<file path="config.mk">
export PLATFORM = sky130hd
export DESIGN_NAME = lla_ctrl
export DESIGN_NICKNAME = d
export VERILOG_FILES = /design/src/design/lla_pkg.sv /design/src/design/lla_ctrl.sv
export SDC_FILE = /design/constraint.sdc
export NUM_CORES = 1
export LEC_CHECK = 0
export BUFFER_PORTS_ARGS = -buffer_cell sky130_fd_sc_hd__buf_2
export CORE_MARGIN = 10
export CORE_UTILIZATION = 41
export DETAILED_ROUTE_END_ITERATION = 7
export PLACE_DENSITY = 0.76
export SLEW_MARGIN = 20
export SYNTH_ARGS = -nofsm -noshare
export SYNTH_HDL_FRONTEND = slang
export SYNTH_SLANG_ARGS = --single-unit
</file>
<file path="constraint.sdc">
create_clock -name i_clk -period 1.3 [get_ports i_clk]
set_clock_uncertainty 0.1 [all_clocks]
set_input_delay 0.065 -clock i_clk [delete_from_list [all_inputs] [get_ports i_clk]]
set_output_delay 0.065 -clock i_clk [all_outputs]
set_load 0.02 [all_outputs]
</file>
<file path="src/design/lla_pkg.sv">
`timescale 1ns / 1ps
// ----------------------------------------------------------------------------
// lla_pkg
// Shared types and codes for the cellular automaton step core.
// ----------------------------------------------------------------------------
package lla_pkg;
    localparam int ActW = 3;
    localparam int RowW = 6;
    localparam int ColW = 7;
    localparam int MaskW = 9;

    localparam logic [ActW-1:0] ACT_WRITE  = 3'd0;
    localparam logic [ActW-1:0] ACT_TOGGLE = 3'd1;
    localparam logic [ActW-1:0] ACT_READ   = 3'd2;
    localparam logic [ActW-1:0] ACT_STEP   = 3'd3;
    localparam logic [ActW-1:0] ACT_CLEAR  = 3'd4;

    localparam logic [1:0] CFG_BIRTH    = 2'd0;
    localparam logic [1:0] CFG_SURVIVAL = 2'd1;
    localparam logic [1:0] CFG_HEX      = 2'd2;

    // controller -> datapath
    typedef struct packed {
        logic cell_rd;     // issue read of addressed cell
        logic cell_wr;     // write addressed cell
        logic toggle;      // write data is inverse of read data
        logic clr_start;   // reset sweep counters
        logic clr_wr;      // clear-sweep write
        logic gen_start;   // reset generation counters
        logic gen_run;     // advance generation pipeline one cell
    } t_cmd;

    // datapath -> controller
    typedef struct packed {
        logic sweep_last;  // clear sweep at last address
        logic gen_done;    // final cell of generation written
    } t_sts;
endpackage

</file>
<file path="src/design/lla_ctrl.sv">
`timescale 1ns / 1ps
// ----------------------------------------------------------------------------
// lla_ctrl
// Controller: input handshake, command sequencing, output register.
// ----------------------------------------------------------------------------
module lla_ctrl (
    input  logic                     i_clk,
    input  logic                     i_rst_n,
    input  logic                     i_valid,
    output logic                     o_ready,
    input  logic [lla_pkg::ActW-1:0] i_action,
    input  logic                     i_inside,
    input  logic                     i_cell_value,
    output lla_pkg::t_cmd            o_cmd,
    input  lla_pkg::t_sts            i_sts,
    input  logic                     i_rdata,
    output logic                     o_valid,
    input  logic                     i_ready,
    output logic                     o_cell_state
);
    localparam logic [2:0] ST_IDLE = 3'd0;
    localparam logic [2:0] ST_RD   = 3'd1;
    localparam logic [2:0] ST_CLR  = 3'd2;
    localparam logic [2:0] ST_GEN  = 3'd3;
    localparam logic [2:0] ST_DONE = 3'd4;
    localparam logic [2:0] ST_INIT = 3'd5;

    logic [2:0] r_st, n_st;
    logic [lla_pkg::ActW-1:0] r_act;
    logic r_val, r_ovld, r_ostate;
    logic fire, done_now, res_bit;

    assign o_ready = (r_st == ST_IDLE) && (!r_ovld || i_ready);
    assign fire = i_valid && o_ready;

    always_comb begin
        o_cmd = '0;
        n_st = r_st;
        done_now = 1'b0;
        res_bit = 1'b0;
        unique case (r_st)
            ST_IDLE: begin
                if (fire) begin
                    if (i_action == lla_pkg::ACT_STEP) begin
                        o_cmd.gen_start = 1'b1;
                        n_st = ST_GEN;
                    end else if (i_action == lla_pkg::ACT_CLEAR) begin
                        o_cmd.clr_start = 1'b1;
                        n_st = ST_CLR;
                    end else if (i_inside && (i_action == lla_pkg::ACT_WRITE
                            || i_action == lla_pkg::ACT_TOGGLE
                            || i_action == lla_pkg::ACT_READ)) begin
                        o_cmd.cell_rd = 1'b1;
                        n_st = ST_RD;
                    end else begin
                        n_st = ST_DONE;
                    end
                end
            end
            ST_RD: begin
                // read data valid; apply write or toggle, or pass it on for a read
                done_now = 1'b1;
                priority if (r_act == lla_pkg::ACT_WRITE) begin
                    o_cmd.cell_wr = 1'b1;
                    res_bit = r_val;
                end else if (r_act == lla_pkg::ACT_TOGGLE) begin
                    o_cmd.cell_wr = 1'b1;
                    o_cmd.toggle = 1'b1;
                    res_bit = ~i_rdata;
                end else begin
                    res_bit = i_rdata;
                end
                n_st = ST_IDLE;
            end
            ST_CLR: begin
                o_cmd.clr_wr = 1'b1;
                if (i_sts.sweep_last) begin
                    done_now = 1'b1;
                    n_st = ST_IDLE;
                end
            end
            ST_INIT: begin
                // grid clear after reset, no result
                o_cmd.clr_wr = 1'b1;
                if (i_sts.sweep_last) begin
                    n_st = ST_IDLE;
                end
            end
            ST_GEN: begin
                o_cmd.gen_run = 1'b1;
                if (i_sts.gen_done) begin
                    done_now = 1'b1;
                    n_st = ST_IDLE;
                end
            end
            ST_DONE: begin
                done_now = 1'b1;
                n_st = ST_IDLE;
            end
            default: begin
                n_st = ST_IDLE;
            end
        endcase
    end

    always_ff @(posedge i_clk) begin
        if (!i_rst_n) begin
            r_st <= ST_INIT;
            r_ovld <= 1'b0;
        end else begin
            r_st <= n_st;
            if (done_now) begin
                r_ovld <= 1'b1;
            end else if (i_ready) begin
                r_ovld <= 1'b0;
            end
        end
        if (fire) begin
            r_act <= i_action;
            r_val <= i_cell_value;
        end
        if (done_now) begin
            r_ostate <= res_bit;
        end
    end

    assign o_valid = r_ovld;
    assign o_cell_state = r_ostate;
endmodule

</file>
==> results of run 1 <==
[through the flow]
| step | TNS (ns) | cell area (um2) | instances | util |
|---|---|---|---|---|
| 3_3_place_gp | -0.00588 | 721 | 97 | 0.554 |
| 5_1_grt | -2.74 | 895 | 109 | 0.688 |
| 4_1_cts | -1.56 | 878 | 109 | 0.675 |
| 3_5_place_dp | -0.136 | 721 | 97 | 0.554 |
| 6_report | -1.64 | 895 | 109 | 0.688 |
| 2_1_floorplan | -0.259 | 567 | 58 | - |
[critical path: cells and delay by family (launching register included)]
family	cells	cell delay, ns
DFF	1	0.34
buffers and inverters	1	0.16
and+or+nand+nor	3	0.60
[synth_stat cells, drive strengths merged]
cell type and count:
nand2b 3, nor3 3, nor3b 3, a21boi 1, a211oi 1, o211ai 1, nand4b 1, nor4b 1
nor2b 1, inv 2, dfxtp 4, buf 3, o311ai 2, edfxtp 5, and4 1, o21ai 3
nand2 7, and3b 2, mux2i 1, xnor2 1, o21bai 1, nor2 5, o21a 1, nand3b 2
a21oi 2, and3 1
[kinds of logic (layout without fill, tap and decap cells)]
kind of cell | after synthesis | in the layout | synth area share
AOI/OAI and AO/OA | 12 | 12 | 0.169
buffers and inverters | 5 | 41 | 0.0401
and+or+nand+nor | 30 | 30 | 0.347
muxes | 1 | 1 | 0.0178
xor gates and xnor gates | 1 | 1 | 0.0156
DFF | 9 | 9 | 0.410
[cells in the final DEF, fill, tap and decap left out, types with 2 or more instances in the layout]
cell,instances
nand2_1,5
buf_2,13
nand2_2,2
nand2b_1,3
nor3_2,3
and3b_1,2
nor3b_1,2
o311ai_2,2
clkbuf_4,3
nand3b_1,2
a21oi_1,2
o21ai_1,3
buf_4,14
dfxtp_2,2
dlygate4sd3_1,5
edfxtp_1,5
nor2_1,4
buf_6,3
[final timing paths]
path,startpoint,end
hold reg to reg,r_st[2],r_st[1]
setup / recovery,r_st[1],o_cmd[1]
setup reg to reg,r_st[1],r_st[2]
hold / removal,i_action[2],r_st[0]
[per-layer routing]
metal	GRT usage	routed length, um	vias up	part of all wire
met5	0	0	-	0
met4	0.0604	34	0	0.022
met3	0.0221	64	4	0.042
met2	0.164	751	17	0.49
met1	0.106	675	255	0.44
li1	-	-	285	-
[final cells by class]
| type | count | area [um2] | share of cell area |
|---|---|---|---|
| timing repair buffer | 35 | 254 | 0.284 |
| tap | 15 | 18.8 | 0.0210 |
| multi-input combinational | 44 | 349 | 0.390 |
| clock buffer | 4 | 26.3 | 0.0294 |
| sequential | 9 | 236 | 0.264 |
| inverter | 2 | 10.0 | 0.0112 |
[report_power, final]
part | internal (mW) | switching, mW | total, mW
Combinational | 0.109 | 0.107 | 0.216
Clock | 0.119 | 0.105 | 0.223
Sequential | 0.321 | 0.0116 | 0.333
[flip-flops by register name, summed over array words and instances, names as in the netlist]
name,cells
r_val,1
r_st,3
r_act,3
o_cell_state,1
o_valid,1
[repair_timing]
action	CTS	global route
hold buffers	5	0
pin swaps	4	0
gates resized for setup	20	4
setup endpoints to repair	14	16
setup buffers	3	0
hold endpoints to repair	8	0
gates cloned	0	0
==> summary.txt, run 1 <==
Yosys
  • YS warnings: 0
  • Synth top area cells: edfxtp_1, dfxtp_1, o311ai_2, nor4b_4, nand2_1
  • Post-Synthesis Cells: a little under 60
  • Syn Area/Cell: about 9.7 um2
  • Post-synth top area share: 0.267
  • FF+latch count, synth: 9
  • Mapped Nets: 70
  • Sequential fraction of the synthesis area: 0.410
  • Netlist Area Pre-Place: between 500 and 600 um2
  • Netlist cell types: 29
  • Dominant cell type by area after synthesis: edfxtp_1

Setup path
  • Reg2reg path depth: 4
  • Critical path class: reg2out
  • Crit Path Max Fanout: 4
  • Startpoint types: register
  • CP endpoint kind: output port
  • Critical Path Slowest Stage Cell: dfxtp_2
  • Worst EP arrival: roughly 1.4 ns
  • R2R setup slack: -0.14 ns
  • Critical Path, Cell by Cell: nor4b_4 -> nand2_2 -> nor3_2 -> buf_4
  • Max incr delay on CP: around 0.34 ns
  • Critical Path RT: around 1.1 ns

Run
  • Max Cap Viol: 0

Timing
  • Setup-failing EPs final: 14
  • Max Fclk: between 0.6 and 0.7 GHz
  • Max Slew Vio Count: 0
  • Setup ws final: -0.236 ns
  • Worst-Margin Slew: 0.272 ns
  • Hold_ws: between 0.03 and 0.04 ns
  • Final Hold Viols: 0
  • Min cycle time layout: between 1.5 and 2 ns
  • Final worst path period share: 1.18
  • RSZ-0062 raised after global routing: yes
  • Slew margin rel.: 0.818

Cells and area
  • Share of layout cells above drive strength 1: 0.521
  • Inserted Diodes: 0
  • Synthesis-to-finish area growth: 59.2%
  • Final nets: 107
  • Layout fillers: about 110

Placement
  • Final HPWL DP: 1070 um
  • Routability-driven placement congestion ratio: 0.679
  • PortBufs: 21
  • Place WS: -0.0328 ns

Clock tree
  • TritonCTS buffer count: 3
  • Clk Latency, worst-skew pair: between 0.2 and 0.3 ns
  • Clk slew on worst S/H paths: 0.07 ns
  • H-tree levels: 1
  • Sink Count: 9
  • CTS max path bufs: 2
  • TritonCTS clock tree: done
  • Root Buffer: clkbuf_4

Drt
  • Routed via count: approximately 560
  • Drc violations: 0
  • Pre-antenna DRT Iters: 4
  • Drt via density: between 5 and 6
  • Antenna Nets Post-Route: 0
  • Routed wire per std cell: 14.0 um
  • DR iter-0 viols: 19
  • Final wirelength: around 1500 um

Power and ir drop
  • Leakage: around 0.39 nW
  • VDD IR max: a little under 0.6 mV
  • Cell Pwr Density: roughly 860 mW/mm2
  • Tot Pwr: between 700 and 800 uW

Die
  • Die Area: about 0.0033 mm2
  • Ports: 22
  • Die Wd: 57.0 um
  • Starting Density: 0.432
  • Core ar.: 0.00130 mm2
  • Row Count: 13
  • Die H: roughly 57 um

GRT
  • Total gr overflow: 0
  • Largest net degree at the start of global routing: 11
  • Global-route wire length before repair: around 2600 um
  • Initial antenna violation count: 0
  • Vias in the first global route: 575
  • Total track usage: 0.0969

Outcome
  • Failing checks: negative setup slack
  • Outcome: complete, but fails checks

Min path
  • Worst Hold Class: in2reg
  • Worst Hold Depth: 2
Power figures use the tool's default switching activity.
==> inputs of run 2 (changes only) <==
Settings changed: CORE_AREA set to 10 10 47 49, CORE_MARGIN 10 to not set, CORE_UTILIZATION 41 to not set, CTS_BUF_LIST set to sky130_fd_sc_hd__clkbuf_8, DIE_AREA set to 0 0 57 59, PLACE_DENSITY 0.76 to 0.78.
==> summary.txt, run 2 (synthesis gave the netlist of run 1 again) <==
Placement
  • Routability-driven placement congestion ratio: 0.790 (+16%)
  • Final HPWL DP: 1180 um (+11%)
  • Place WS: -0.0784 ns (-0.0457 ns)
  • Placed cell area: 722 um2 (+0.17%)
  • PortBufs: 21 (unchanged)

Cells and area
  • Largest registers: r_act x3, r_st x3
  • Synthesis-to-finish area growth: 70.6%
  • Commonest non-fill, non-tap cell in the layout: buf_2
  • Final core occ: 0.684 (-0.00357)
  • Final nets: 108 (+0.93%)
  • Final Instance Area: 958 um2 (+7.1%)
  • Most frequent cells in the layout: buf_2, buf_4, buf_6
  • Inserted Diodes: 0 (unchanged)
  • Share of layout cells above drive strength 1: 0.600 (+0.0787)

GRT
  • GRT busiest layer: met2
  • M2 GR Usage: 0.188 (+0.0233)
  • Total gr overflow: 0 (unchanged)
  • Initial antenna violation count: 0 (unchanged)
  • Met1 Resource Use GR: 0.0936 (-0.0126)
  • Total track usage: 0.101 (+0.00414)
  • Vias in the first global route: 638 (+11%)
  • Largest net degree at the start of global routing: 11 (unchanged)
  • Global-route wire length before repair: 2750 um (+6.7%)
  • Met3 Resource Use GR: 0.0408 (+0.0186)

Setup path
  • Reg2reg end: o_cell_state
  • Startpoint types: register
  • Crit Path Max Fanout: 3 (-1)
  • Critical Path RT: 1.13 ns (about the same)
  • Reg2reg path depth: 5 (+1)
  • Worst EP arrival: 1.38 ns (about the same)
  • R2R setup slack: -0.15 ns (about the same)
  • Reg2Reg Launch Point: r_st[0]
  • CP endpoint kind: output port
  • Critical path class: reg2out

Drt
  • Pre-antenna DRT Iters: 4 (unchanged)
  • DR iter-0 viols: 8 (-11)
  • Final wirelength: 1750 um (+15%)
  • Antenna Nets Post-Route: 0 (unchanged)
  • Routed via count: 579 (+3.2%)
  • Routed wire per std cell: 15.8 um (+13%)
  • Drt via density: 5.22 (+1.3%)
  • Drc violations: 0 (unchanged)

Power and ir drop
  • VDD IR max: 0.668 mV (+12%)
  • Cell Pwr Density: 933 mW/mm2 (+8.1%)
  • Leakage: 0.414 nW (+6.3%)

Timing
  • Min cycle time layout: 1.55 ns (+0.0110 ns)
  • Max Slew Vio Count: 0 (unchanged)
  • Final Hold Viols: 0 (unchanged)
  • Setup ws final: -0.247 ns (-0.0110 ns)
  • RSZ-0062 raised after global routing: yes
  • Setup-failing EPs final: 15 (+1)
  • Total Neg Setup Slack: -1.66 ns (-0.0261 ns)
  • Max Fclk: 0.646 GHz (-0.71%)
  • Final worst path period share: 1.19 (+0.00846)
  • Slew margin rel.: 0.808 (-0.00982)
  • Worst-Margin Slew: 0.287 ns (+0.0146 ns)

Die
  • Starting Density: 0.401 (-0.0308)
  • Die Wd: 57 um (about the same)
  • Die H: 59 um (+3.5%)
  • Ports: 22 (unchanged)
  • Core ar.: 0.00140 mm2 (+7.7%)
  • Die Area: 0.00336 mm2 (+3.5%)
  • Row Count: 14 (+1)

Clock tree
  • Clk slew on worst S/H paths: 0.05 ns (-0.02 ns)
  • CTS max path bufs: 2 (unchanged)
  • Sink Count: 9 (unchanged)
  • TritonCTS clock tree: done
  • H-tree levels: 1 (unchanged)
  • Root Buffer: clkbuf_8
  • TritonCTS buffer count: 3 (unchanged)
  • Clk Latency, worst-skew pair: 0.23 ns (-0.03 ns)

Min path
  • Worst Hold Depth: 1 (-1)
  • Hold path start: i_action[2]
  • Hold Path Sink: r_act[2]
  • Worst Hold Class: in2reg

Outcome
  • Failing checks: negative setup slack
  • Outcome: complete, but fails checks

Run
  • Max Cap Viol: 0 (unchanged)
==> run 2: cell types whose count changed in the layout (fill, tap and decap cells not counted), sizes merged <==
cell and delta:
dlygate4sd3 -1, clkbuf -1, clkinv +1, buf +2
==> run 2: worst max path at each step <==
stage | from | to | depth (start not counted)
after floorplan | r_st[2] | o_cmd[1] | 3
after global placement | r_st[0] | o_cell_state | 3
after detailed placement | r_st[0] | o_cmd[6] | 4
after CTS | r_st[1] | o_cmd[3] | 4
after global routing | r_st[1] | o_cmd[3] | 4
final | r_st[1] | o_cmd[3] | 4
==> run 2: worst max-delay path, cell delays in order, from the launching register on <==
cell and delay (ns):
dfxtp_2 0.34, nor4b_4 0.34, buf_4 0.18, and3_4 0.19, buf_6 0.12
==> run 2: where the power goes <==
group	switching, mW	internal [mW]	total [mW]
logic	0.119	0.123	0.242
clock network	0.108	0.209	0.317
registers	0.0128	0.322	0.335
==> run 2: layer usage <==
| layer | vias up | routed length [um] | share of wire |
|---|---|---|---|
| met5 | - | 0 | 0 |
| met4 | 0 | 25 | 0.014 |
| met3 | 2 | 116 | 0.066 |
| met2 | 19 | 943 | 0.54 |
| met1 | 272 | 664 | 0.38 |
| li1 | 286 | - | - |
==> run 2: area by class of cell <==
| class | count | area, um2 |
|---|---|---|
| Fill cell | 115 | 443 |
| Multi-Input combinational cell | 44 | 374 |
| Timing Repair Buffer | 36 | 272 |
| Sequential cell | 9 | 236 |
| Clock buffer | 3 | 41.3 |
| Tap cell | 16 | 20.0 |
| Inverter | 2 | 10.0 |
| Clock inverter | 1 | 5.00 |
==> run 2: metrics by stage <==
step	std cells	total power, mW	hold slack, ns
finish	111	0.894	0.0349
global route	111	0.946	0.0399
CTS	111	0.875	0.0192
detailed placement	98	0.513	0.143
global placement	98	0.507	0.144
floorplan	58	0.441	0.0384
==> run 2: repair_timing <==
action	4_1_cts	5_1_grt
endpoints found under the setup margin	15	18
buffers inserted	5	2
hold buffers	4	0
resized for setup	22	10
endpoints found under the hold margin	5	0
pin swaps	5	3
